<file path="src/rtl/core/hrds_pkg.sv">
// Shared types for the HID report descriptor scan unit.
`default_nettype none

package hrds_pkg;

  // One descriptor byte as it enters the unit.
  typedef struct packed {
    logic [7:0] desc_byte;
    logic       last_byte;
  } in_item_t;

  // One scan result per descriptor.
  typedef struct packed {
    logic [6:0]  addr_out;
    logic [7:0]  iface_out;
    logic        kbd_present;
    logic        ptr_present;
    logic [15:0] input_report_bytes;
  } out_item_t;

  // Item classes the front end tells the back end about.
  typedef enum logic [2:0] {
    KIND_OTHER,
    KIND_USAGE_PAGE,
    KIND_USAGE,
    KIND_REPORT_SIZE,
    KIND_REPORT_COUNT,
    KIND_INPUT
  } item_kind_e;

  // Finished short item, handed from front to back.
  typedef struct packed {
    logic       last;
    item_kind_e kind;
    logic [7:0] data;
  } event_t;

  // Configuration registers as seen by the back end.
  typedef struct packed {
    logic [6:0] dev_addr;
    logic [7:0] interface_number;
    logic       start_keyboard;
    logic       start_mouse;
  } cfg_t;

endpackage

`default_nettype wire

</file>
<file path="src/rtl/core/hrds_fifo.sv">
// Small register-based queue used between the scan stages and at the output.
`default_nettype none

module hrds_fifo #(
  parameter int unsigned Width = 8,
  parameter int unsigned Depth = 2
) (
  input  wire logic             clk_i,
  input  wire logic             rst_ni,
  input  wire logic             push_i,
  input  wire logic [Width-1:0] data_i,
  output logic                  full_o,
  input  wire logic             pop_i,
  output logic [Width-1:0]      data_o,
  output logic                  empty_o
);

  localparam int unsigned PtrW = (Depth > 1) ? $clog2(Depth) : 1;
  localparam int unsigned CntW = $clog2(Depth + 1);

  logic [Width-1:0] mem_q [Depth];
  logic [PtrW-1:0]  wr_ptr_q, wr_ptr_d;
  logic [PtrW-1:0]  rd_ptr_q, rd_ptr_d;
  logic [CntW-1:0]  cnt_q, cnt_d;
  logic             do_push, do_pop;

  assign full_o  = (cnt_q == CntW'(Depth));
  assign empty_o = (cnt_q == '0);
  assign do_push = push_i && !full_o;
  assign do_pop  = pop_i && !empty_o;
  assign data_o  = mem_q[rd_ptr_q];

  always_comb begin
    wr_ptr_d = wr_ptr_q;
    rd_ptr_d = rd_ptr_q;
    cnt_d    = cnt_q;
    if (do_push) begin
      wr_ptr_d = (wr_ptr_q == PtrW'(Depth - 1)) ? '0 : wr_ptr_q + PtrW'(1);
    end
    if (do_pop) begin
      rd_ptr_d = (rd_ptr_q == PtrW'(Depth - 1)) ? '0 : rd_ptr_q + PtrW'(1);
    end
    if (do_push && !do_pop) begin
      cnt_d = cnt_q + CntW'(1);
    end else if (do_pop && !do_push) begin
      cnt_d = cnt_q - CntW'(1);
    end
  end

  always_ff @(posedge clk_i or negedge rst_ni) begin
    if (!rst_ni) begin
      wr_ptr_q <= '0;
      rd_ptr_q <= '0;
      cnt_q    <= '0;
    end else begin
      wr_ptr_q <= wr_ptr_d;
      rd_ptr_q <= rd_ptr_d;
      cnt_q    <= cnt_d;
    end
  end

  always_ff @(posedge clk_i) begin
    if (do_push) begin
      mem_q[wr_ptr_q] <= data_i;
    end
  end

endmodule

`default_nettype wire

</file>
<file path="src/rtl/core/hrds_front.sv">
// Front end: splits descriptor bytes into short items and classifies them.
`default_nettype none

module hrds_front (
  input  wire logic               clk_i,
  input  wire logic               rst_ni,
  input  wire logic               accept_i,
  input  wire hrds_pkg::in_item_t item_i,
  output logic                    ev_valid_o,
  output hrds_pkg::event_t        ev_o
);

  import hrds_pkg::*;

  localparam logic [7:0] TagMask        = 8'hFC;
  localparam logic [7:0] TagUsagePage   = 8'h05 & TagMask;
  localparam logic [7:0] TagUsage       = 8'h09 & TagMask;
  localparam logic [7:0] TagReportSize  = 8'h75 & TagMask;
  localparam logic [7:0] TagReportCount = 8'h95 & TagMask;
  localparam logic [7:0] TagInput       = 8'h81 & TagMask;
  localparam logic [1:0] SizeMask       = 2'b11;

  function automatic item_kind_e classify(input logic [7:0] prefix);
    item_kind_e k;
    unique case (prefix & TagMask)
      TagUsagePage:   k = KIND_USAGE_PAGE;
      TagUsage:       k = KIND_USAGE;
      TagReportSize:  k = KIND_REPORT_SIZE;
      TagReportCount: k = KIND_REPORT_COUNT;
      TagInput:       k = KIND_INPUT;
      default:        k = KIND_OTHER;
    endcase
    return k;
  endfunction

  logic [1:0]  pend_q, pend_d;     // data bytes still due, 0 = prefix next
  logic        first_q, first_d;   // next data byte is the low byte
  item_kind_e  kind_q, kind_d;
  logic [7:0]  low_q, low_d;
  item_kind_e  kind_new;
  logic [7:0]  low_v;

  always_comb begin
    pend_d     = pend_q;
    first_d    = first_q;
    kind_d     = kind_q;
    low_d      = low_q;
    ev_valid_o = 1'b0;
    ev_o.last  = item_i.last_byte;
    ev_o.kind  = kind_q;
    ev_o.data  = 8'h00;
    kind_new   = classify(item_i.desc_byte);
    low_v      = first_q ? item_i.desc_byte : low_q;
    if (accept_i) begin
      if (pend_q == 2'd0) begin
        ev_o.kind = kind_new;
        if (((item_i.desc_byte[1:0] & SizeMask) == 2'd0) || item_i.last_byte) begin
          // no data, or descriptor ends right after the prefix: missing bytes are zero
          ev_valid_o = 1'b1;
        end else begin
          pend_d  = item_i.desc_byte[1:0] & SizeMask;
          first_d = 1'b1;
          kind_d  = kind_new;
          low_d   = 8'h00;
        end
      end else begin
        if ((pend_q == 2'd1) || item_i.last_byte) begin
          ev_valid_o = 1'b1;
          ev_o.data  = low_v;
          pend_d     = 2'd0;
        end else begin
          pend_d  = pend_q - 2'd1;
          first_d = 1'b0;
          low_d   = low_v;
        end
      end
    end
  end

  always_ff @(posedge clk_i or negedge rst_ni) begin
    if (!rst_ni) begin
      pend_q  <= 2'd0;
      first_q <= 1'b0;
    end else begin
      pend_q  <= pend_d;
      first_q <= first_d;
    end
  end

  always_ff @(posedge clk_i) begin
    kind_q <= kind_d;
    low_q  <= low_d;
  end

endmodule

`default_nettype wire

</file>
<file path="src/rtl/core/hrds_back.sv">
// Back end: applies classified items to the scan state and builds the result.
`default_nettype none

module hrds_back (
  input  wire logic              clk_i,
  input  wire logic              rst_ni,
  input  wire hrds_pkg::cfg_t    cfg_i,
  input  wire logic              ev_avail_i,
  input  wire hrds_pkg::event_t  ev_i,
  output logic                   ev_pop_o,
  input  wire logic              res_ready_i,
  output logic                   res_push_o,
  output hrds_pkg::out_item_t    res_o
);

  import hrds_pkg::*;

  localparam logic [7:0]  PageDesktop   = 8'h01;
  localparam logic [7:0]  PageKeyboard  = 8'h07;
  localparam logic [7:0]  UsageKeyboard = 8'h06;
  localparam logic [7:0]  UsageMouse    = 8'h02;
  localparam logic [7:0]  UsagePointer  = 8'h01;
  localparam logic [16:0] BitsRound     = 17'd7;
  localparam logic [15:0] TotalMax      = 16'hFFFF;

  logic [7:0]  page_q, page_d, page_n;
  logic [7:0]  size_q, size_d, size_n;
  logic [7:0]  count_q, count_d, count_n;
  logic        kb_q, kb_d, kb_n;
  logic        ms_q, ms_d, ms_n;
  logic [15:0] total_q, total_d, total_n;
  logic [15:0] prod;
  logic [16:0] rounded;
  logic [13:0] field;
  logic [16:0] sum;

  assign ev_pop_o   = ev_avail_i && (!ev_i.last || res_ready_i);
  assign res_push_o = ev_pop_o && ev_i.last;

  // Input item size in bytes: ceil(size * count / 8)
  assign prod    = 16'(size_q) * 16'(count_q);
  assign rounded = 17'(prod) + BitsRound;
  assign field   = rounded[16:3];
  assign sum     = 17'(total_q) + 17'(field);

  always_comb begin
    page_n  = page_q;
    size_n  = size_q;
    count_n = count_q;
    kb_n    = kb_q;
    ms_n    = ms_q;
    total_n = total_q;
    unique case (ev_i.kind)
      KIND_USAGE_PAGE:   page_n = ev_i.data;
      KIND_USAGE: begin
        if (page_q == PageDesktop) begin
          if (ev_i.data == UsageKeyboard) begin
            kb_n = 1'b1;
          end else if ((ev_i.data == UsageMouse) || (ev_i.data == UsagePointer)) begin
            ms_n = 1'b1;
          end
        end else if (page_q == PageKeyboard) begin
          kb_n = 1'b1;
        end
      end
      KIND_REPORT_SIZE:  size_n  = ev_i.data;
      KIND_REPORT_COUNT: count_n = ev_i.data;
      KIND_INPUT: begin
        if ({2'b00, field} > total_q) begin
          total_n = sum[16] ? TotalMax : sum[15:0];
        end
      end
      default: ;
    endcase
  end

  always_comb begin
    res_o.addr_out           = cfg_i.dev_addr;
    res_o.iface_out          = cfg_i.interface_number;
    res_o.kbd_present        = kb_n | cfg_i.start_keyboard;
    res_o.ptr_present        = ms_n | cfg_i.start_mouse;
    res_o.input_report_bytes = total_n;

    page_d  = page_q;
    size_d  = size_q;
    count_d = count_q;
    kb_d    = kb_q;
    ms_d    = ms_q;
    total_d = total_q;
    if (ev_pop_o) begin
      if (ev_i.last) begin
        page_d  = 8'h00;
        size_d  = 8'h00;
        count_d = 8'h00;
        kb_d    = 1'b0;
        ms_d    = 1'b0;
        total_d = 16'h0000;
      end else begin
        page_d  = page_n;
        size_d  = size_n;
        count_d = count_n;
        kb_d    = kb_n;
        ms_d    = ms_n;
        total_d = total_n;
      end
    end
  end

  always_ff @(posedge clk_i or negedge rst_ni) begin
    if (!rst_ni) begin
      page_q  <= 8'h00;
      size_q  <= 8'h00;
      count_q <= 8'h00;
      kb_q    <= 1'b0;
      ms_q    <= 1'b0;
      total_q <= 16'h0000;
    end else begin
      page_q  <= page_d;
      size_q  <= size_d;
      count_q <= count_d;
      kb_q    <= kb_d;
      ms_q    <= ms_d;
      total_q <= total_d;
    end
  end

endmodule

`default_nettype wire

</file>
<file path="src/rtl/core/hid_report_descriptor_scan_unit.sv">
// Top level of the HID report descriptor scan unit.
// Throughput: one byte per cycle unless full; back end: one item a cycle unless blocked.
// A last byte's event goes into the event queue; its result then enters the result queue.
// The event queue (EvqDepth) and result queue (ResDepth) decouple the two sides.
// Reset: registers read 0, both queues empty, scan state cleared; no clearing pass.
`default_nettype none

module hid_report_descriptor_scan_unit #(
  parameter int unsigned EvqDepth = 4,
  parameter int unsigned ResDepth = 2
) (
  input  wire logic                clk_i,
  input  wire logic                rst_ni,
  // descriptor bytes in
  input  wire logic                push,
  output logic                     full,
  input  wire hrds_pkg::in_item_t  in_item_i,
  // results out
  output logic                     empty,
  input  wire logic                pop,
  output hrds_pkg::out_item_t      out_item_o,
  // register writes
  input  wire logic                cfg_we_i,
  input  wire logic [1:0]          cfg_idx_i,
  input  wire logic [7:0]          cfg_wdata_i
);

  import hrds_pkg::*;

  // register indexes
  localparam logic [1:0] CfgDevAddr         = 2'd0;
  localparam logic [1:0] CfgInterfaceNumber = 2'd1;
  localparam logic [1:0] CfgStartKeyboard   = 2'd2;
  localparam logic [1:0] CfgStartMouse      = 2'd3;

  localparam int unsigned EvW  = $bits(event_t);
  localparam int unsigned ResW = $bits(out_item_t);

  cfg_t      cfg_q, cfg_d;
  logic      in_accept;
  logic      ev_valid;
  event_t    ev_new;
  logic      evq_full;
  logic      evq_empty;
  logic [EvW-1:0] evq_rdata;
  event_t    ev_head;
  logic      ev_pop;
  logic      res_full;
  logic      res_push;
  out_item_t res_new;
  logic [ResW-1:0] res_rdata;

  // Config register file. Write only while the unit is idle; the block itself does not enforce this.
  always_comb begin
    cfg_d = cfg_q;
    if (cfg_we_i) begin
      unique case (cfg_idx_i)
        CfgDevAddr:         cfg_d.dev_addr         = cfg_wdata_i[6:0];
        CfgInterfaceNumber: cfg_d.interface_number = cfg_wdata_i;
        CfgStartKeyboard:   cfg_d.start_keyboard   = cfg_wdata_i[0];
        CfgStartMouse:      cfg_d.start_mouse      = cfg_wdata_i[0];
        default: ;
      endcase
    end
  end

  always_ff @(posedge clk_i or negedge rst_ni) begin
    if (!rst_ni) begin
      cfg_q <= '0;
    end else begin
      cfg_q <= cfg_d;
    end
  end

  // Every byte yields at most one event, so a free event slot is all a byte needs.
  assign full      = evq_full;
  assign in_accept = push && !full;

  hrds_front u_front (
    .clk_i      (clk_i),
    .rst_ni     (rst_ni),
    .accept_i   (in_accept),
    .item_i     (in_item_i),
    .ev_valid_o (ev_valid),
    .ev_o       (ev_new)
  );

  hrds_fifo #(
    .Width (EvW),
    .Depth (EvqDepth)
  ) u_evq (
    .clk_i   (clk_i),
    .rst_ni  (rst_ni),
    .push_i  (ev_valid),
    .data_i  (ev_new),
    .full_o  (evq_full),
    .pop_i   (ev_pop),
    .data_o  (evq_rdata),
    .empty_o (evq_empty)
  );

  assign ev_head = event_t'(evq_rdata);

  hrds_back u_back (
    .clk_i       (clk_i),
    .rst_ni      (rst_ni),
    .cfg_i       (cfg_q),
    .ev_avail_i  (!evq_empty),
    .ev_i        (ev_head),
    .ev_pop_o    (ev_pop),
    .res_ready_i (!res_full),
    .res_push_o  (res_push),
    .res_o       (res_new)
  );

  // Result queue: doubles as the output register.
  hrds_fifo #(
    .Width (ResW),
    .Depth (ResDepth)
  ) u_resq (
    .clk_i   (clk_i),
    .rst_ni  (rst_ni),
    .push_i  (res_push),
    .data_i  (res_new),
    .full_o  (res_full),
    .pop_i   (pop),
    .data_o  (res_rdata),
    .empty_o (empty)
  );

  assign out_item_o = out_item_t'(res_rdata);

  // Front never produces an event into a full queue.
  a_evq_no_overflow: assert property (@(posedge clk_i) disable iff (!rst_ni)
    ev_valid |-> !evq_full)
    else $error("event pushed into full event queue");

  // Back end only retires an item that is there.
  a_back_pop_valid: assert property (@(posedge clk_i) disable iff (!rst_ni)
    ev_pop |-> !evq_empty)
    else $error("back end popped empty event queue");

  // A result is built only when the result queue has room, and only on a last item.
  a_res_no_overflow: assert property (@(posedge clk_i) disable iff (!rst_ni)
    res_push |-> (!res_full && ev_head.last))
    else $error("result pushed without room or without last item");

endmodule

`default_nettype wire

</file>
<file path="config.mk">
export PLATFORM = sky130hd
export DESIGN_NAME = hid_report_descriptor_scan_unit
export DESIGN_NICKNAME = d
export VERILOG_FILES = /design/src/rtl/core/hrds_pkg.sv /design/src/rtl/core/hrds_fifo.sv /design/src/rtl/core/hrds_front.sv /design/src/rtl/core/hrds_back.sv /design/src/rtl/core/hid_report_descriptor_scan_unit.sv
export SDC_FILE = /design/constraint.sdc
export NUM_CORES = 1
export LEC_CHECK = 0
export BUFFER_PORTS_ARGS = -buffer_cell sky130_fd_sc_hd__buf_2
export CORE_MARGIN = 2
export CORE_UTILIZATION = 30
export DETAILED_ROUTE_END_ITERATION = 7
export PLACE_DENSITY = 0.42
export RECOVER_POWER = 100
export SETUP_SLACK_MARGIN = 0.15
export SYNTH_ARGS = -nofsm -noshare
export SYNTH_HDL_FRONTEND = slang
export SYNTH_SLANG_ARGS = --single-unit
</file>
<file path="constraint.sdc">
create_clock -name clk_i -period 7.7 [get_ports clk_i]
set_input_delay 0.385 -clock clk_i [delete_from_list [all_inputs] [get_ports clk_i]]
set_output_delay 0.385 -clock clk_i [all_outputs]
set_load 0.05 [all_outputs]
</file>
# After elaboration in Yosys (flattened, before gate mapping)
# Memory sizes are Yosys's and may differ from the RTL's.
# Cells that the tools add are included.
# classes
n_bitwise,3
mux,51
magnitude_cmp,1
n_reduce_logical,44
multipliers,1
n_addsub,11
n_eq_ne,25
# op_table
cell,count
8-bit 2-to-1 mux,12
16-bit 2-to-1 mux,4
1-bit 2-to-1 mux,23
16-bit by 14-bit adder with 17-bit output,1
"16-bit by 3-bit adder with 17-bit output, second input constant",1
"8-bit by 1-bit equality test with 1-bit output, second input constant",2
"8-bit by 3-bit equality test with 1-bit output, second input constant",2
14-bit by 16-bit greater-than comparator with 1-bit output,1
8-bit by 8-bit multiplier with 16-bit output,1
2-bit AND reduction,8
3-bit case mux with 5 select lines,1
2-bit 2-to-1 mux,7
"6-bit equality test, second input constant",2
1-bit logical AND,11
11-bit 2-to-1 mux,1
"2-bit equality test, second input constant",5
2-bit nonzero test,5
"3-bit equality test, second input constant",3
1-bit zero test,9
3-bit 2-to-1 mux,3
"8-bit by 2-bit equality test with 1-bit output, second input constant",1
2-bit zero test,4
"2-bit by 1-bit adder with 2-bit output, second input constant",3
"3-bit by 2-bit equality test with 1-bit output, second input constant",2
16 further kinds,24
# word_totals
ramBits,114
ff_bits,84
memories,2
output_inout_bits,35
in_bits,24
elab_cells,158
# mem_list
memory,words,width,rd,rd_clocked_by_memory_dff,wr,line_no,source
u_resq.mem_q,2,33,1,0,1,hrds_fifo.sv:21,logic [Width-1:0] mem_q [Depth];
u_evq.mem_q,4,12,1,0,1,hrds_fifo.sv:21,

# Longest topological paths before layout
# depth
word_depth,10
mapped_depth,27
ltp_nobuf,25

# Modules after synthesis
# From an unflattened synthesis, not the netlist that was laid out.
# hier_totals
cells_unflattened,941
hier_area_um2,11673.7
# by_module_without_submodules
module,cells_each,seq_area_each_um2,area_each_um2,n_inst
hrds_back,599,1051.0,5236.3,1
hrds_fifo (u_resq),122,2082.0,2730.1,1
hrds_fifo (u_evq),100,1616.6,2195.9,1
hrds_front,79,405.4,838.3,1
hid_report_descriptor_scan_unit,41,425.4,673.1,1

# Worst setup path after synthesis
# OpenSTA, ideal clock, no wires.
# synth_path
path_type,register to register
startpoint,register u_back.size_q[0]
endpoint,memory u_resq.mem_q[0][5] (netlist bit) (data pin)
t_required_ns,7.438
path_stages_with_launch,27
setup_time_ns,0.262
arrival_time_ns,6.286
path_buffers,2
setup_slack_ns,1.152
synth_period_minus_slack_ns,6.548
cell_sequence,dfrtp_1 nand2_1 fa_1 fa_1 inv_1 fa_1 inv_1 fa_1 inv_1 ha_1 a21oi_1 o21ai_0 a221oi_1 nand3_1 and2_1 a21oi_1 xnor2_1 ha_1 nand3_1 o21bai_1 o221a_2 a221oi_4 nor2_2 and2_4 buf_6 buf_8 mux2_4
# synth_lines
element,line_no,source
start: declaration,hrds_back.sv:27,"logic [7:0] size_q, size_d, size_n;"
start signal: assignment,hrds_back.sv:119,size_q <= size_d;
end: declaration,hrds_fifo.sv:21,

==> run summary <==
outcome -> complete, but fails checks
violated checks -> capacitance limit, slew limit
Worst slew margin -> -72.80%
max-cap viol count -> 6
Die W -> 198.6 um
# clock sinks -> 198
number of port buffers -> 58
Top FF cell, synth -> edfxtp_1
Peak VDD IR -> 0.0001508 V
Unique masters post-synth -> 64
minimum clock period -> 7.015 ns
DIE AREA -> 39440 um2
Hold Crit Class -> input pin to flip-flop
Synth top area share -> 33.04%
# diodes -> 0
CP dominant cell by count -> fa_1
Setup CP Type -> flip-flop to flip-flop
layout cells sized above 1 -> 12.75%
core box area -> 37490 um2
Yosys reg bits -> 198
gpl congestion -> 0.8079
largest net degree at the start of global routing -> 40
Area Overhead vs Synth -> 11.70%
Power, Total -> 4.508 mW
Post-Layout Cell Count -> 1515
Setup Viol. Count Final -> 0
Synth Instances -> 934
Fmax achieved -> 142.6 MHz
number of core rows -> 71
Ports -> 59
vias in the first global route -> 7228
Worst-Skew Late Latency -> 0.44 ns
first-pass GRT wire length -> 40.34 mm
post-DR vias/cell -> 4.557
top cells by area, synth -> edfxtp_1, dfrtp_1, ha_1
GRT overflow -> 0
worst-case clock skew -> 0.01375 ns
setup ws final -> 0.6851 ns
placed cells -> 1482
Seq/Total Area, Yosys -> 49.12%
antenna violations before repair -> 0
drt drc -> 0
slowest stage delay, CP -> 0.55 ns
CP max FO -> 15
final period utilization -> 91.10%
CP top delay family -> adder cells
# H-tree levels -> 4
unrepaired setup endpoints after global routing -> false
Power Density -> 355.2 nW/um2
CP Data Required Time -> 7.87 ns
asr flop ratio synth -> 36.87%
Yosys Warn Count -> 0
layout net count -> 1129
Die Y-Extent -> 198.6 um
1st-pass router iterations -> 4
syn nets -> 1072
post-synth top area cell -> edfxtp_1
DP HPWL -> 18.69 mm
Total GRT Usage -> 13.36%
Final Hold Fails -> 0
Antenna Nets Post-Route -> 0
Slowest-stage cell, CP -> fa_1
Slew Limit Fails -> 210
CTS tree -> yes
Starting Density -> 30.31%
crit path cell chain -> nand2_1 > fa_1 > fa_1 > inv_1 > fa_1 > inv_1 > fa_1 > inv_1 > ha_1 > a21oi_1 > o21ai_0 > a221oi_2 > nand3_1 > and2_0 > a21oi_1 > xnor2_1 > ha_1 > nand3_1 > o21bai_1 > o221a_2 > a221oi_1 > nor2_2 > and2_4 > mux2_1
clock tree buffer depth -> 2
Clk pin slew, worst setup/hold paths -> 0.08 ns
DR iter-0 viols -> 317
EDFF count, synth -> 125
Final Routed Wirelength -> 24.94 mm
Worst Setup Start Kind -> flip-flop
via count -> 6904
TritonCTS Buffers -> 17
Util after Layout -> 33.85%
leakage -> 5.299 nW
dpl ws -> 0.5302 ns
Worst Path Buf+Inv -> 3
drt wl/cell -> 16.46 um
Sum Neg Setup Slack -> 0 ns
clock root cell -> clkbuf_16
Slew @ Worst Pin -> 2.592 ns
Worst Path Arrival -> 7.18 ns
synthesized area per cell -> 12.16 um2
synthesized cell area -> 11360 um2
Worst setup EP type -> flip-flop
layout by cell type (no fill, tap or decap), types with 21 or more instances in the layout:
cell / synthesis / layout
and2_1: 56 / 49
nand3_1: 34 / 34
clkbuf_1: 13 / 42
fa_1: 37 / 37
buf_2: 4 / 24
xnor2_1: 21 / 21
dfrtp_1: 73 / 73
edfxtp_1: 125 / 125
inv_1: 82 / 82
mux2i_1: 24 / 24
a21oi_1: 33 / 33
mux2_2: 61 / 48
o21ai_0: 41 / 43
nor2_1: 72 / 71
ha_1: 77 / 77
nand2_1: 38 / 38
sequential cells by signal (all words and copies together), names as in the netlist:
register,flops
u_front.first_q,1
u_evq.mem_q,48
u_back.size_q,8
u_resq.cnt_q,2
u_front.low_q,8
u_front.pend_q,2
u_evq.rd_ptr_q,2
u_resq.mem_q,66
u_back.ms_q,1
u_evq.cnt_q,3
u_front.kind_q,3
u_back.count_q,8
u_resq.wr_ptr_q,1
u_evq.wr_ptr_q,2
u_resq.rd_ptr_q,1
cfg_q,17
u_back.page_q,8
u_back.total_q,16
u_back.kb_q,1
through the flow:
| step | hold WS, ns | instance area [um2] |
|---|---|---|
| 2_1_floorplan | 0.08941 | 11360 |
| 3_3_place_gp | 0.4050 | 12210 |
| 3_5_place_dp | 0.4057 | 12210 |
| 4_1_cts | 0.1653 | 12790 |
| 5_1_grt | 0.1775 | 12690 |
| 6_report | 0.1950 | 12690 |
synth_stat cells, drive strengths merged (2+ instances only):
| library cell | count |
|---|---|
| a21o | 4 |
| a21oi | 33 |
| a221oi | 5 |
| a311oi | 2 |
| a31oi | 4 |
| and2 | 57 |
| and3 | 2 |
| buf | 15 |
| clkbuf | 13 |
| dfrtp | 73 |
| edfxtp | 125 |
| fa | 37 |
| ha | 77 |
| inv | 82 |
| mux2 | 65 |
| mux2i | 24 |
| mux4 | 11 |
| nand2 | 38 |
| nand2b | 11 |
| nand3 | 34 |
| nand3b | 3 |
| nand4 | 3 |
| nor2 | 73 |
| nor2b | 10 |
| nor3 | 10 |
| nor3b | 2 |
| nor4 | 6 |
| o211ai | 2 |
| o21a | 2 |
| o21ai | 43 |
| o21bai | 7 |
| o221a | 2 |
| o311ai | 2 |
| o31ai | 3 |
| or2 | 3 |
| or3 | 5 |
| xnor2 | 21 |
| xor2 | 14 |
cells by family after synthesis:
group | share of synthesized area, %
AND/OR/NAND/NOR | 11.84
flip-flops | 49.12
AO/OA/AOI/OAI | 6.498
adder cells (fa/ha/maj) | 15.00
buffers and inverters | 3.976
multiplexers | 10.87
XOR/XNOR | 2.698
layout make-up:
class,count,area (um2)
clock inverter,7,53.80
sequential,198,5580
tap,511,639.4
fill,3828,24800
timing repair buffer,66,289.0
clock buffer,25,519.2
multi-input combinational,626,5300
inverter,82,307.8
repair_timing:
| item | in CTS | in global routing |
|---|---|---|
| buffers inserted | 0 | 0 |
| endpoints found under the hold margin | 34 | 0 |
| hold buffers | 1 | 0 |
| resized for setup | 0 | 2 |
| endpoints found under the setup margin | 0 | 28 |
where the power goes:
group	internal, mW	total (mW)	leakage [nW]	switching (mW)
combinational	0.601	1.86	2.90	1.26
clock	0.476	0.872	0.287	0.396
sequential	1.52	1.77	2.11	0.250
total	2.60	4.51	5.30	1.91
worst paths after layout:
check                             startpoint             endpoint  slack [ns]  depth (start not counted)
min reg2reg                         cfg_q[9]  u_resq.mem_q[1][25]        0.46                          0
max                        u_back.count_q[6]   u_resq.mem_q[1][5]        0.69                         24
min                           cfg_wdata_i[7]             cfg_q[9]        0.20                          2
min in group asynchronous             rst_ni     u_back.size_q[6]        1.14                          2
max reg2reg                u_back.count_q[6]   u_resq.mem_q[1][5]        0.69                         24
max in group asynchronous             rst_ni    u_back.total_q[3]        3.47                          3
routing by layer:
| layer | share of wire, % | up-vias | global-route usage [%] | wire [um] |
|---|---|---|---|---|
| met5 | 0 | - | 0 | 0 |
| met4 | 0.99 | 0 | 3.068 | 246 |
| met3 | 3.4 | 16 | 2.391 | 842 |
| met2 | 50 | 91 | 23.88 | 12510 |
| met1 | 45 | 3415 | 16.74 | 11340 |
| li1 | - | 3382 | - | - |
No activity file was read; power rests on OpenSTA's default activity.
